--- config.mk ---
export PLATFORM = sky130hd
export DESIGN_NAME = chroma_key_background_blend_core
export DESIGN_NICKNAME = d
export VERILOG_FILES = /design/src/design/ckbb_pkg.sv /design/src/design/chroma_key_background_blend_core.sv
export SDC_FILE = /design/constraint.sdc
export NUM_CORES = 2
export LEC_CHECK = 0
export BUFFER_PORTS_ARGS = -buffer_cell sky130_fd_sc_hd__buf_4
export CAP_MARGIN = 30
export CORE_ASPECT_RATIO = 0.5
export CORE_MARGIN = 2
export CORE_UTILIZATION = 25
export DETAILED_ROUTE_END_ITERATION = 7
export PLACE_DENSITY_LB_ADDON = 0.05
export RECOVER_POWER = 100
export SLEW_MARGIN = 5
export SYNTH_ARGS = -nofsm -noshare
export SYNTH_HDL_FRONTEND = slang
export SYNTH_SLANG_ARGS = --single-unit
--- constraint.sdc ---
create_clock -name i_clk -period 21.9 [get_ports i_clk]
set_clock_uncertainty 0.2 [all_clocks]
set_input_delay 4.38 -clock i_clk [delete_from_list [all_inputs] [get_ports i_clk]]
set_output_delay 4.38 -clock i_clk [all_outputs]
set_load 0.02 [all_outputs]
--- src/design/ckbb_pkg.sv ---
`default_nettype none

package ckbb_pkg;

    localparam int COORD_LIMIT = 1024;
    localparam int COORD_W     = $clog2(COORD_LIMIT);
    localparam int PIX_W       = 8;
    localparam int GAIN_W      = 12;
    localparam int SPILL_W     = 10;
    localparam int CFG_W       = 12;
    localparam int CFG_IDX_W   = 3;

    // key_gain * (g - r), then scaled by 1/255 through a reciprocal
    localparam int PROD_W  = GAIN_W + PIX_W;
    localparam int RECIP_S = 28;
    localparam int RECIP_W = 21;
    localparam logic [RECIP_W-1:0] RECIP_255 = RECIP_W'(((1 << RECIP_S) + 254) / 255);
    localparam int SCALED_W = PROD_W + RECIP_W;
    localparam int DROP_W   = 12;

    localparam int ALPHA_W = PIX_W + 1;
    localparam logic [ALPHA_W-1:0] ALPHA_ONE = ALPHA_W'(256);
    localparam int LIM_W   = SPILL_W;
    localparam int MIX_W   = ALPHA_W + PIX_W;

    localparam logic [PIX_W-1:0] PIX_MAX = '1;

    localparam logic [COORD_W-1:0] TOP_ROW_RST     = COORD_W'(25);
    localparam logic [COORD_W-1:0] BOTTOM_ROW_RST  = COORD_W'(460);
    localparam logic [COORD_W-1:0] LEFT_COL_RST    = COORD_W'(80);
    localparam logic [COORD_W-1:0] RIGHT_COL_RST   = COORD_W'(575);
    localparam logic [GAIN_W-1:0]  KEY_GAIN_RST    = GAIN_W'(1920);
    localparam logic [SPILL_W-1:0] SPILL_RATIO_RST = SPILL_W'(333);

    typedef enum logic [CFG_IDX_W-1:0] {
        CFG_KEY_ENABLE  = 3'd0,
        CFG_TOP_ROW     = 3'd1,
        CFG_BOTTOM_ROW  = 3'd2,
        CFG_LEFT_COL    = 3'd3,
        CFG_RIGHT_COL   = 3'd4,
        CFG_KEY_GAIN    = 3'd5,
        CFG_SPILL_RATIO = 3'd6
    } t_cfg_idx;

    typedef struct packed {
        logic [PIX_W-1:0] red;
        logic [PIX_W-1:0] green;
        logic [PIX_W-1:0] blue;
    } t_rgb;

    typedef struct packed {
        t_rgb             fg;
        t_rgb             bg;
        logic [PIX_W-1:0] diff;
        logic             pos;
        logic             byp;
    } t_s1;

    typedef struct packed {
        t_rgb              fg;
        t_rgb              bg;
        logic [PROD_W-1:0] prod;
        logic [LIM_W-1:0]  lim;
        logic              pos;
        logic              byp;
    } t_s2;

    typedef struct packed {
        t_rgb              fg;
        t_rgb              bg;
        logic [DROP_W-1:0] drop;
        logic [PIX_W-1:0]  glim;
        logic              pos;
        logic              byp;
    } t_s3;

    typedef struct packed {
        t_rgb               fg;
        t_rgb               bg;
        logic [ALPHA_W-1:0] alpha;
    } t_s4;

endpackage

`default_nettype wire

--- src/design/chroma_key_background_blend_core.sv ---
`default_nettype none
// channel | valid   | stall   | payload
// --------+---------+---------+-------------------------------------------
// pixel in| i_valid | o_stall | i_row i_col i_fg_* i_bg_*
// blend   | o_valid | i_stall | o_out_red o_out_green o_out_blue
// config  | i_cfg_we| -       | i_cfg_index i_cfg_data
//
// One pixel per cycle while the output is not stalled; each pixel passes through
// the registered stages mask, two multiply stages, alpha/spill and the blend multiplier stage.
// Reset (synchronous, low) empties the pipeline and restores the border,
// gain and spill defaults; keying comes up disabled.
// A stall on the output holds each full stage with no empty stage after it; empty stages keep filling.
module chroma_key_background_blend_core (
    input  wire                         i_clk,
    input  wire                         i_rst_n,
    input  wire                         i_valid,
    output logic                        o_stall,
    input  wire  [ckbb_pkg::COORD_W-1:0] i_row,
    input  wire  [ckbb_pkg::COORD_W-1:0] i_col,
    input  wire  [ckbb_pkg::PIX_W-1:0]   i_fg_red,
    input  wire  [ckbb_pkg::PIX_W-1:0]   i_fg_green,
    input  wire  [ckbb_pkg::PIX_W-1:0]   i_fg_blue,
    input  wire  [ckbb_pkg::PIX_W-1:0]   i_bg_red,
    input  wire  [ckbb_pkg::PIX_W-1:0]   i_bg_green,
    input  wire  [ckbb_pkg::PIX_W-1:0]   i_bg_blue,
    output logic                        o_valid,
    input  wire                         i_stall,
    output logic [ckbb_pkg::PIX_W-1:0]   o_out_red,
    output logic [ckbb_pkg::PIX_W-1:0]   o_out_green,
    output logic [ckbb_pkg::PIX_W-1:0]   o_out_blue,
    input  wire                         i_cfg_we,
    input  wire  [ckbb_pkg::CFG_IDX_W-1:0] i_cfg_index,
    input  wire  [ckbb_pkg::CFG_W-1:0]   i_cfg_data
);
    import ckbb_pkg::*;

    // configuration
    logic               r_key_enable;
    logic [COORD_W-1:0] r_top_row;
    logic [COORD_W-1:0] r_bottom_row;
    logic [COORD_W-1:0] r_left_col;
    logic [COORD_W-1:0] r_right_col;
    logic [GAIN_W-1:0]  r_key_gain;
    logic [SPILL_W-1:0] r_spill_ratio;

    always_ff @(posedge i_clk) begin
        if (!i_rst_n) begin
            r_key_enable  <= 1'b0;
            r_top_row     <= TOP_ROW_RST;
            r_bottom_row  <= BOTTOM_ROW_RST;
            r_left_col    <= LEFT_COL_RST;
            r_right_col   <= RIGHT_COL_RST;
            r_key_gain    <= KEY_GAIN_RST;
            r_spill_ratio <= SPILL_RATIO_RST;
        end else if (i_cfg_we) begin
            unique case (i_cfg_index)
                CFG_KEY_ENABLE:  r_key_enable  <= i_cfg_data[0];
                CFG_TOP_ROW:     r_top_row     <= i_cfg_data[COORD_W-1:0];
                CFG_BOTTOM_ROW:  r_bottom_row  <= i_cfg_data[COORD_W-1:0];
                CFG_LEFT_COL:    r_left_col    <= i_cfg_data[COORD_W-1:0];
                CFG_RIGHT_COL:   r_right_col   <= i_cfg_data[COORD_W-1:0];
                CFG_KEY_GAIN:    r_key_gain    <= i_cfg_data[GAIN_W-1:0];
                CFG_SPILL_RATIO: r_spill_ratio <= i_cfg_data[SPILL_W-1:0];
                default: ;
            endcase
        end
    end

    // pipeline handshake: a stage takes a beat when empty or when it drains
    logic r_v1, r_v2, r_v3, r_v4, r_v5;
    logic w_rdy1, w_rdy2, w_rdy3, w_rdy4, w_rdy5;

    assign w_rdy5  = !r_v5 || !i_stall;
    assign w_rdy4  = !r_v4 || w_rdy5;
    assign w_rdy3  = !r_v3 || w_rdy4;
    assign w_rdy2  = !r_v2 || w_rdy3;
    assign w_rdy1  = !r_v1 || w_rdy2;
    assign o_stall = !w_rdy1;

    // stage 1: border mask
    t_s1  n_s1, r_s1;
    logic w_outside;

    always_comb begin
        w_outside = (i_row > r_bottom_row) || (i_row < r_top_row) ||
                    (i_col > r_right_col) || (i_col < r_left_col);
        n_s1.fg.red   = i_fg_red;
        n_s1.fg.green = i_fg_green;
        n_s1.fg.blue  = i_fg_blue;
        if (r_key_enable && w_outside) begin
            n_s1.fg.red   = '0;
            n_s1.fg.green = PIX_MAX;
            n_s1.fg.blue  = '0;
        end
        n_s1.bg.red   = i_bg_red;
        n_s1.bg.green = i_bg_green;
        n_s1.bg.blue  = i_bg_blue;
        n_s1.diff     = n_s1.fg.green - n_s1.fg.red;
        n_s1.pos      = n_s1.fg.green > n_s1.fg.red;
        n_s1.byp      = !r_key_enable;
    end

    // stage 2: gain and spill products
    t_s2 n_s2, r_s2;

    always_comb begin
        n_s2.fg   = r_s1.fg;
        n_s2.bg   = r_s1.bg;
        n_s2.prod = PROD_W'(r_s1.diff) * PROD_W'(r_key_gain);
        n_s2.lim  = LIM_W'((LIM_W + PIX_W)'(r_spill_ratio) *
                           (LIM_W + PIX_W)'(r_s1.fg.red) >> PIX_W);
        n_s2.pos  = r_s1.pos;
        n_s2.byp  = r_s1.byp;
    end

    // stage 3: divide by 255 through the reciprocal, limit green
    t_s3                 n_s3, r_s3;
    logic [SCALED_W-1:0] w_scaled;

    always_comb begin
        w_scaled  = SCALED_W'(r_s2.prod) * SCALED_W'(RECIP_255);
        n_s3.fg   = r_s2.fg;
        n_s3.bg   = r_s2.bg;
        n_s3.drop = w_scaled[RECIP_S +: DROP_W];
        if (LIM_W'(r_s2.fg.green) > r_s2.lim) begin
            n_s3.glim = PIX_W'(r_s2.lim);
        end else begin
            n_s3.glim = r_s2.fg.green;
        end
        n_s3.pos  = r_s2.pos;
        n_s3.byp  = r_s2.byp;
    end

    // stage 4: alpha; bypass blends at full alpha with green untouched
    t_s4 n_s4, r_s4;

    always_comb begin
        n_s4.fg = r_s3.fg;
        n_s4.bg = r_s3.bg;
        if (r_s3.byp || !r_s3.pos) begin
            n_s4.alpha = ALPHA_ONE;
        end else if (r_s3.drop >= DROP_W'(ALPHA_ONE)) begin
            n_s4.alpha = '0;
        end else begin
            n_s4.alpha = ALPHA_ONE - ALPHA_W'(r_s3.drop);
        end
        if (!r_s3.byp) begin
            n_s4.fg.green = r_s3.glim;
        end
    end

    // stage 5: blend
    logic [ALPHA_W-1:0] w_beta;
    logic [MIX_W-1:0]   w_mix_r, w_mix_g, w_mix_b;
    logic [PIX_W-1:0]   n_out_red, n_out_green, n_out_blue;
    logic [PIX_W-1:0]   r_out_red, r_out_green, r_out_blue;

    always_comb begin
        w_beta  = ALPHA_ONE - r_s4.alpha;
        w_mix_r = MIX_W'(r_s4.alpha) * MIX_W'(r_s4.fg.red) +
                  MIX_W'(w_beta) * MIX_W'(r_s4.bg.red);
        w_mix_g = MIX_W'(r_s4.alpha) * MIX_W'(r_s4.fg.green) +
                  MIX_W'(w_beta) * MIX_W'(r_s4.bg.green);
        w_mix_b = MIX_W'(r_s4.alpha) * MIX_W'(r_s4.fg.blue) +
                  MIX_W'(w_beta) * MIX_W'(r_s4.bg.blue);
        n_out_red   = w_mix_r[PIX_W +: PIX_W];
        n_out_green = w_mix_g[PIX_W +: PIX_W];
        n_out_blue  = w_mix_b[PIX_W +: PIX_W];
    end

    always_ff @(posedge i_clk) begin
        if (!i_rst_n) begin
            r_v1 <= 1'b0;
            r_v2 <= 1'b0;
            r_v3 <= 1'b0;
            r_v4 <= 1'b0;
            r_v5 <= 1'b0;
        end else begin
            if (w_rdy1) r_v1 <= i_valid;
            if (w_rdy2) r_v2 <= r_v1;
            if (w_rdy3) r_v3 <= r_v2;
            if (w_rdy4) r_v4 <= r_v3;
            if (w_rdy5) r_v5 <= r_v4;
        end
    end

    always_ff @(posedge i_clk) begin
        if (w_rdy1) r_s1 <= n_s1;
        if (w_rdy2) r_s2 <= n_s2;
        if (w_rdy3) r_s3 <= n_s3;
        if (w_rdy4) r_s4 <= n_s4;
        if (w_rdy5) begin
            r_out_red   <= n_out_red;
            r_out_green <= n_out_green;
            r_out_blue  <= n_out_blue;
        end
    end

    assign o_valid     = r_v5;
    assign o_out_red   = r_out_red;
    assign o_out_green = r_out_green;
    assign o_out_blue  = r_out_blue;

endmodule

`default_nettype wire

==> metrics.txt <==
status=finished with violations; failing checks=max-capacitance violations, max-slew violations; fill count=roughly 14000; synth top area cells=fa_1 26%, edfxtp_1 25%, ha_1 16%; largest net degree at the start of global routing=just under 70; GRT Residual Overflow=0; Top-Level Pins=approximately 110; r2r endpoint=o_out_green[7]; Tcrit/Tclk final=46.7%; Clk pin slew, worst setup/hold paths=approximately 70 ps; fmax=a little under 100 MHz; Leak=about 18 nW; number of I/O port buffers=113; Synth Cell Area=around 34000 um2; GPL Wtd Cong=about 0.75; GRT Total Usage=13.1%; Routed WL per cell=approximately 17 um; Chip Width=roughly 530 um; cell taking the most area after synthesis=fa_1; Final Max Tran Viols=between 400 and 500; final total power=a little under 3 mW; Slew HR=-153%; pwr/cell area=between 70 and 80 nW/um2; RSZ-0062 raised after global routing=no; Final Net Count=between 4000 and 5000; Starting Density=approximately a quarter; critical path class=flip-flop to flip-flop; Post-synth EDFFs=a little under 300; Clock Sinks=approximately 360; CTS max path bufs=3; DRT Pass-1 Iters=5; Rows=96; commonest non-fill, non-tap cell in the layout=inv_1; Die ar.=roughly 140000 um2; flop-to-flop setup slack=11680 ps; arrival time at the worst endpoint=10360 ps; most frequent cells in the layout=619 x inv_1, 438 x fa_1, 428 x ha_1; post-CTS resize count=0; critical path peak fanout=26; worst reg2reg path depth=24; core region area=about 140000 um2; Final setup viols=0; crit path from=r_s4[1]; Core Util, Final=approximately 28%; die height=about 270 um; DRC viols=0; synth unique cells=70; post-CTS setup buffers=0; H-tree depth=2; hold buffers post-CTS=0; worst-margin pin slew=around 3800 ps; Tmin final=10220 ps; max_cap viols=10; Final ANT Viol Nets=0; dpl hpwl=68.6 mm; first-pass GRT wire length=approximately 140 mm; via count=approximately 22000; initial antenna violation count=4; CTS tree=done; DR vias/cell=roughly 4.2; Mapped Cells=about 3300; async set-reset flop share out of synthesis=0%; Skew-Pair Late Insertion Delay=around 600 ps; clock root cell=clkbuf_16; CP endpoint kind=flip-flop; Final Hold Vio Count=0; TNS Setup=0 ps; Syn. warnings=0; top cell type's share of synthesized area=25.5%; layout cells sized above 1=roughly 6.3%; Worst Setup EP=o_out_green[7]; initial DRC count=roughly 720; Startpoint Class=flip-flop; post-synthesis sequential area ratio=between 20% and 30%; Yosys reg bits=around 360; Post-Syn Nets=4211; hold path depth=0; vias in the first global route=roughly 24000; Required @ worst endpoint=approximately 22000 ps; HP Class=flip-flop to flip-flop; Worst VDD drop=0.0597 mV; synthesized area per cell=between 10 and 15 um2; Routed WL=between 80 and 90 mm; CTS Buf Count=between 40 and 50; P&R area growth vs syn=12.4%; ys flop type=edfxtp_1; worst r2r src=r_s4[1]
## registers in the layout, indices dropped and copies added, names as in the netlist, 8 cells and up
name / flops
n_s2: 50
r_left_col: 10
n_s4: 40
r_s2: 30
n_s3: 50
r_s3: 30
o_out_green: 8
r_s1: 8
r_right_col: 10
r_bottom_row: 10
r_key_gain: 12
o_out_red: 8
r_top_row: 10
r_spill_ratio: 10
o_out_blue: 8
r_s4: 57
## area by class of cell
type,instances,area (um2),area share [%]
multi-input combinational,2176,21600,56.0
sequential,357,10000,26.0
inverter,620,2330,6.03
tap,1813,2270,5.87
clock buffer,52,1150,2.98
timing repair buffer,139,972,2.52
clock inverter,23,241,0.625
antenna,4,10.0,0.0259
## through the flow
step                setup WS (ps)  std cells  hold WS (ps)  cell area, um2
global route                11080       5181           200           38600
global placement            11960       5097           201           37300
detailed placement          11940       5100           205           37400
CTS                         11940       5175           189           38800
finish                      11680       5184           195           38600
floorplan                   10570       3257           200           34400
## worst min path at each step
stage	from	to
after floorplan	n_s2[0]	n_s3[0]
after global placement	n_s2[32]	n_s3[22]
after detailed placement	n_s2[34]	n_s3[24]
after CTS	n_s2[64]	n_s3[54]
after global routing	n_s2[68]	n_s3[58]
final	n_s4[52]	r_s4[52]
## where the power goes
group / internal (mW) / total, mW / switching, mW
Combinational: 0.548 / 1.23 / 0.687
Sequential: 0.862 / 0.963 / 0.101
Clock: 0.414 / 0.729 / 0.315
Total: 1.82 / 2.93 / 1.10
## critical path: stages (launching register included)
cell,delay [ps]
edfxtp_1,370
clkbuf_1,630
inv_1,250
ha_1,300
nand2_1,110
or3_1,420
or3_2,450
xnor2_1,1970
nand2_1,260
fa_1,630
inv_1,50
fa_1,550
fa_1,430
fa_1,490
fa_1,490
inv_1,50
fa_1,480
inv_1,40
ha_1,340
and3_1,210
a31o_1,280
o41a_1,420
a21o_1,240
a21oi_1,210
xnor2_1,80
## synth_stat cells (5+ instances only)
cell type / n
dfxtp_1: 68
buf_2: 7
or3_1: 5
and2_2: 6
or2_2: 10
inv_1: 620
a21o_1: 18
a21boi_0: 38
nor3_1: 28
and3_1: 12
nand3_1: 31
o21bai_1: 8
buf_1: 7
mux2_2: 16
nand2b_1: 18
xnor2_1: 72
xor2_1: 23
fa_1: 438
nand2_1: 426
o21ai_0: 31
clkbuf_1: 90
edfxtp_1: 289
nor2_1: 62
and2_1: 311
a211oi_1: 9
a21oi_1: 47
nor2b_1: 30
ha_1: 428
o21a_1: 23
o211ai_1: 22
nand4_1: 12
## cells by family (layout without fill, tap and decap cells)
kind of cell               count (synthesis)  count (layout)  synth area share (%)
adders and majority gates                866             866                  41.1
DFF                                      357             357                  29.2
AOI/OAI and AO/OA                        232             232                  4.82
xor gates and xnor gates                  96              96                  2.50
buffers and inverters                    724             834                  7.93
other                                      0               4                     0
and+or+nand+nor                          965             965                  13.9
muxes                                     17              17                 0.553
## metal layers
metal | vias up | part of all wire (%) | track usage [%]
met5 | - | 0 | 0
met2 | 163 | 45 | 21.1
met4 | 0 | 1.6 | 2.33
li1 | 10474 | - | -
met3 | 70 | 2.5 | 1.58
met1 | 10949 | 51 | 18.9
Power figures use the tool's default switching activity.
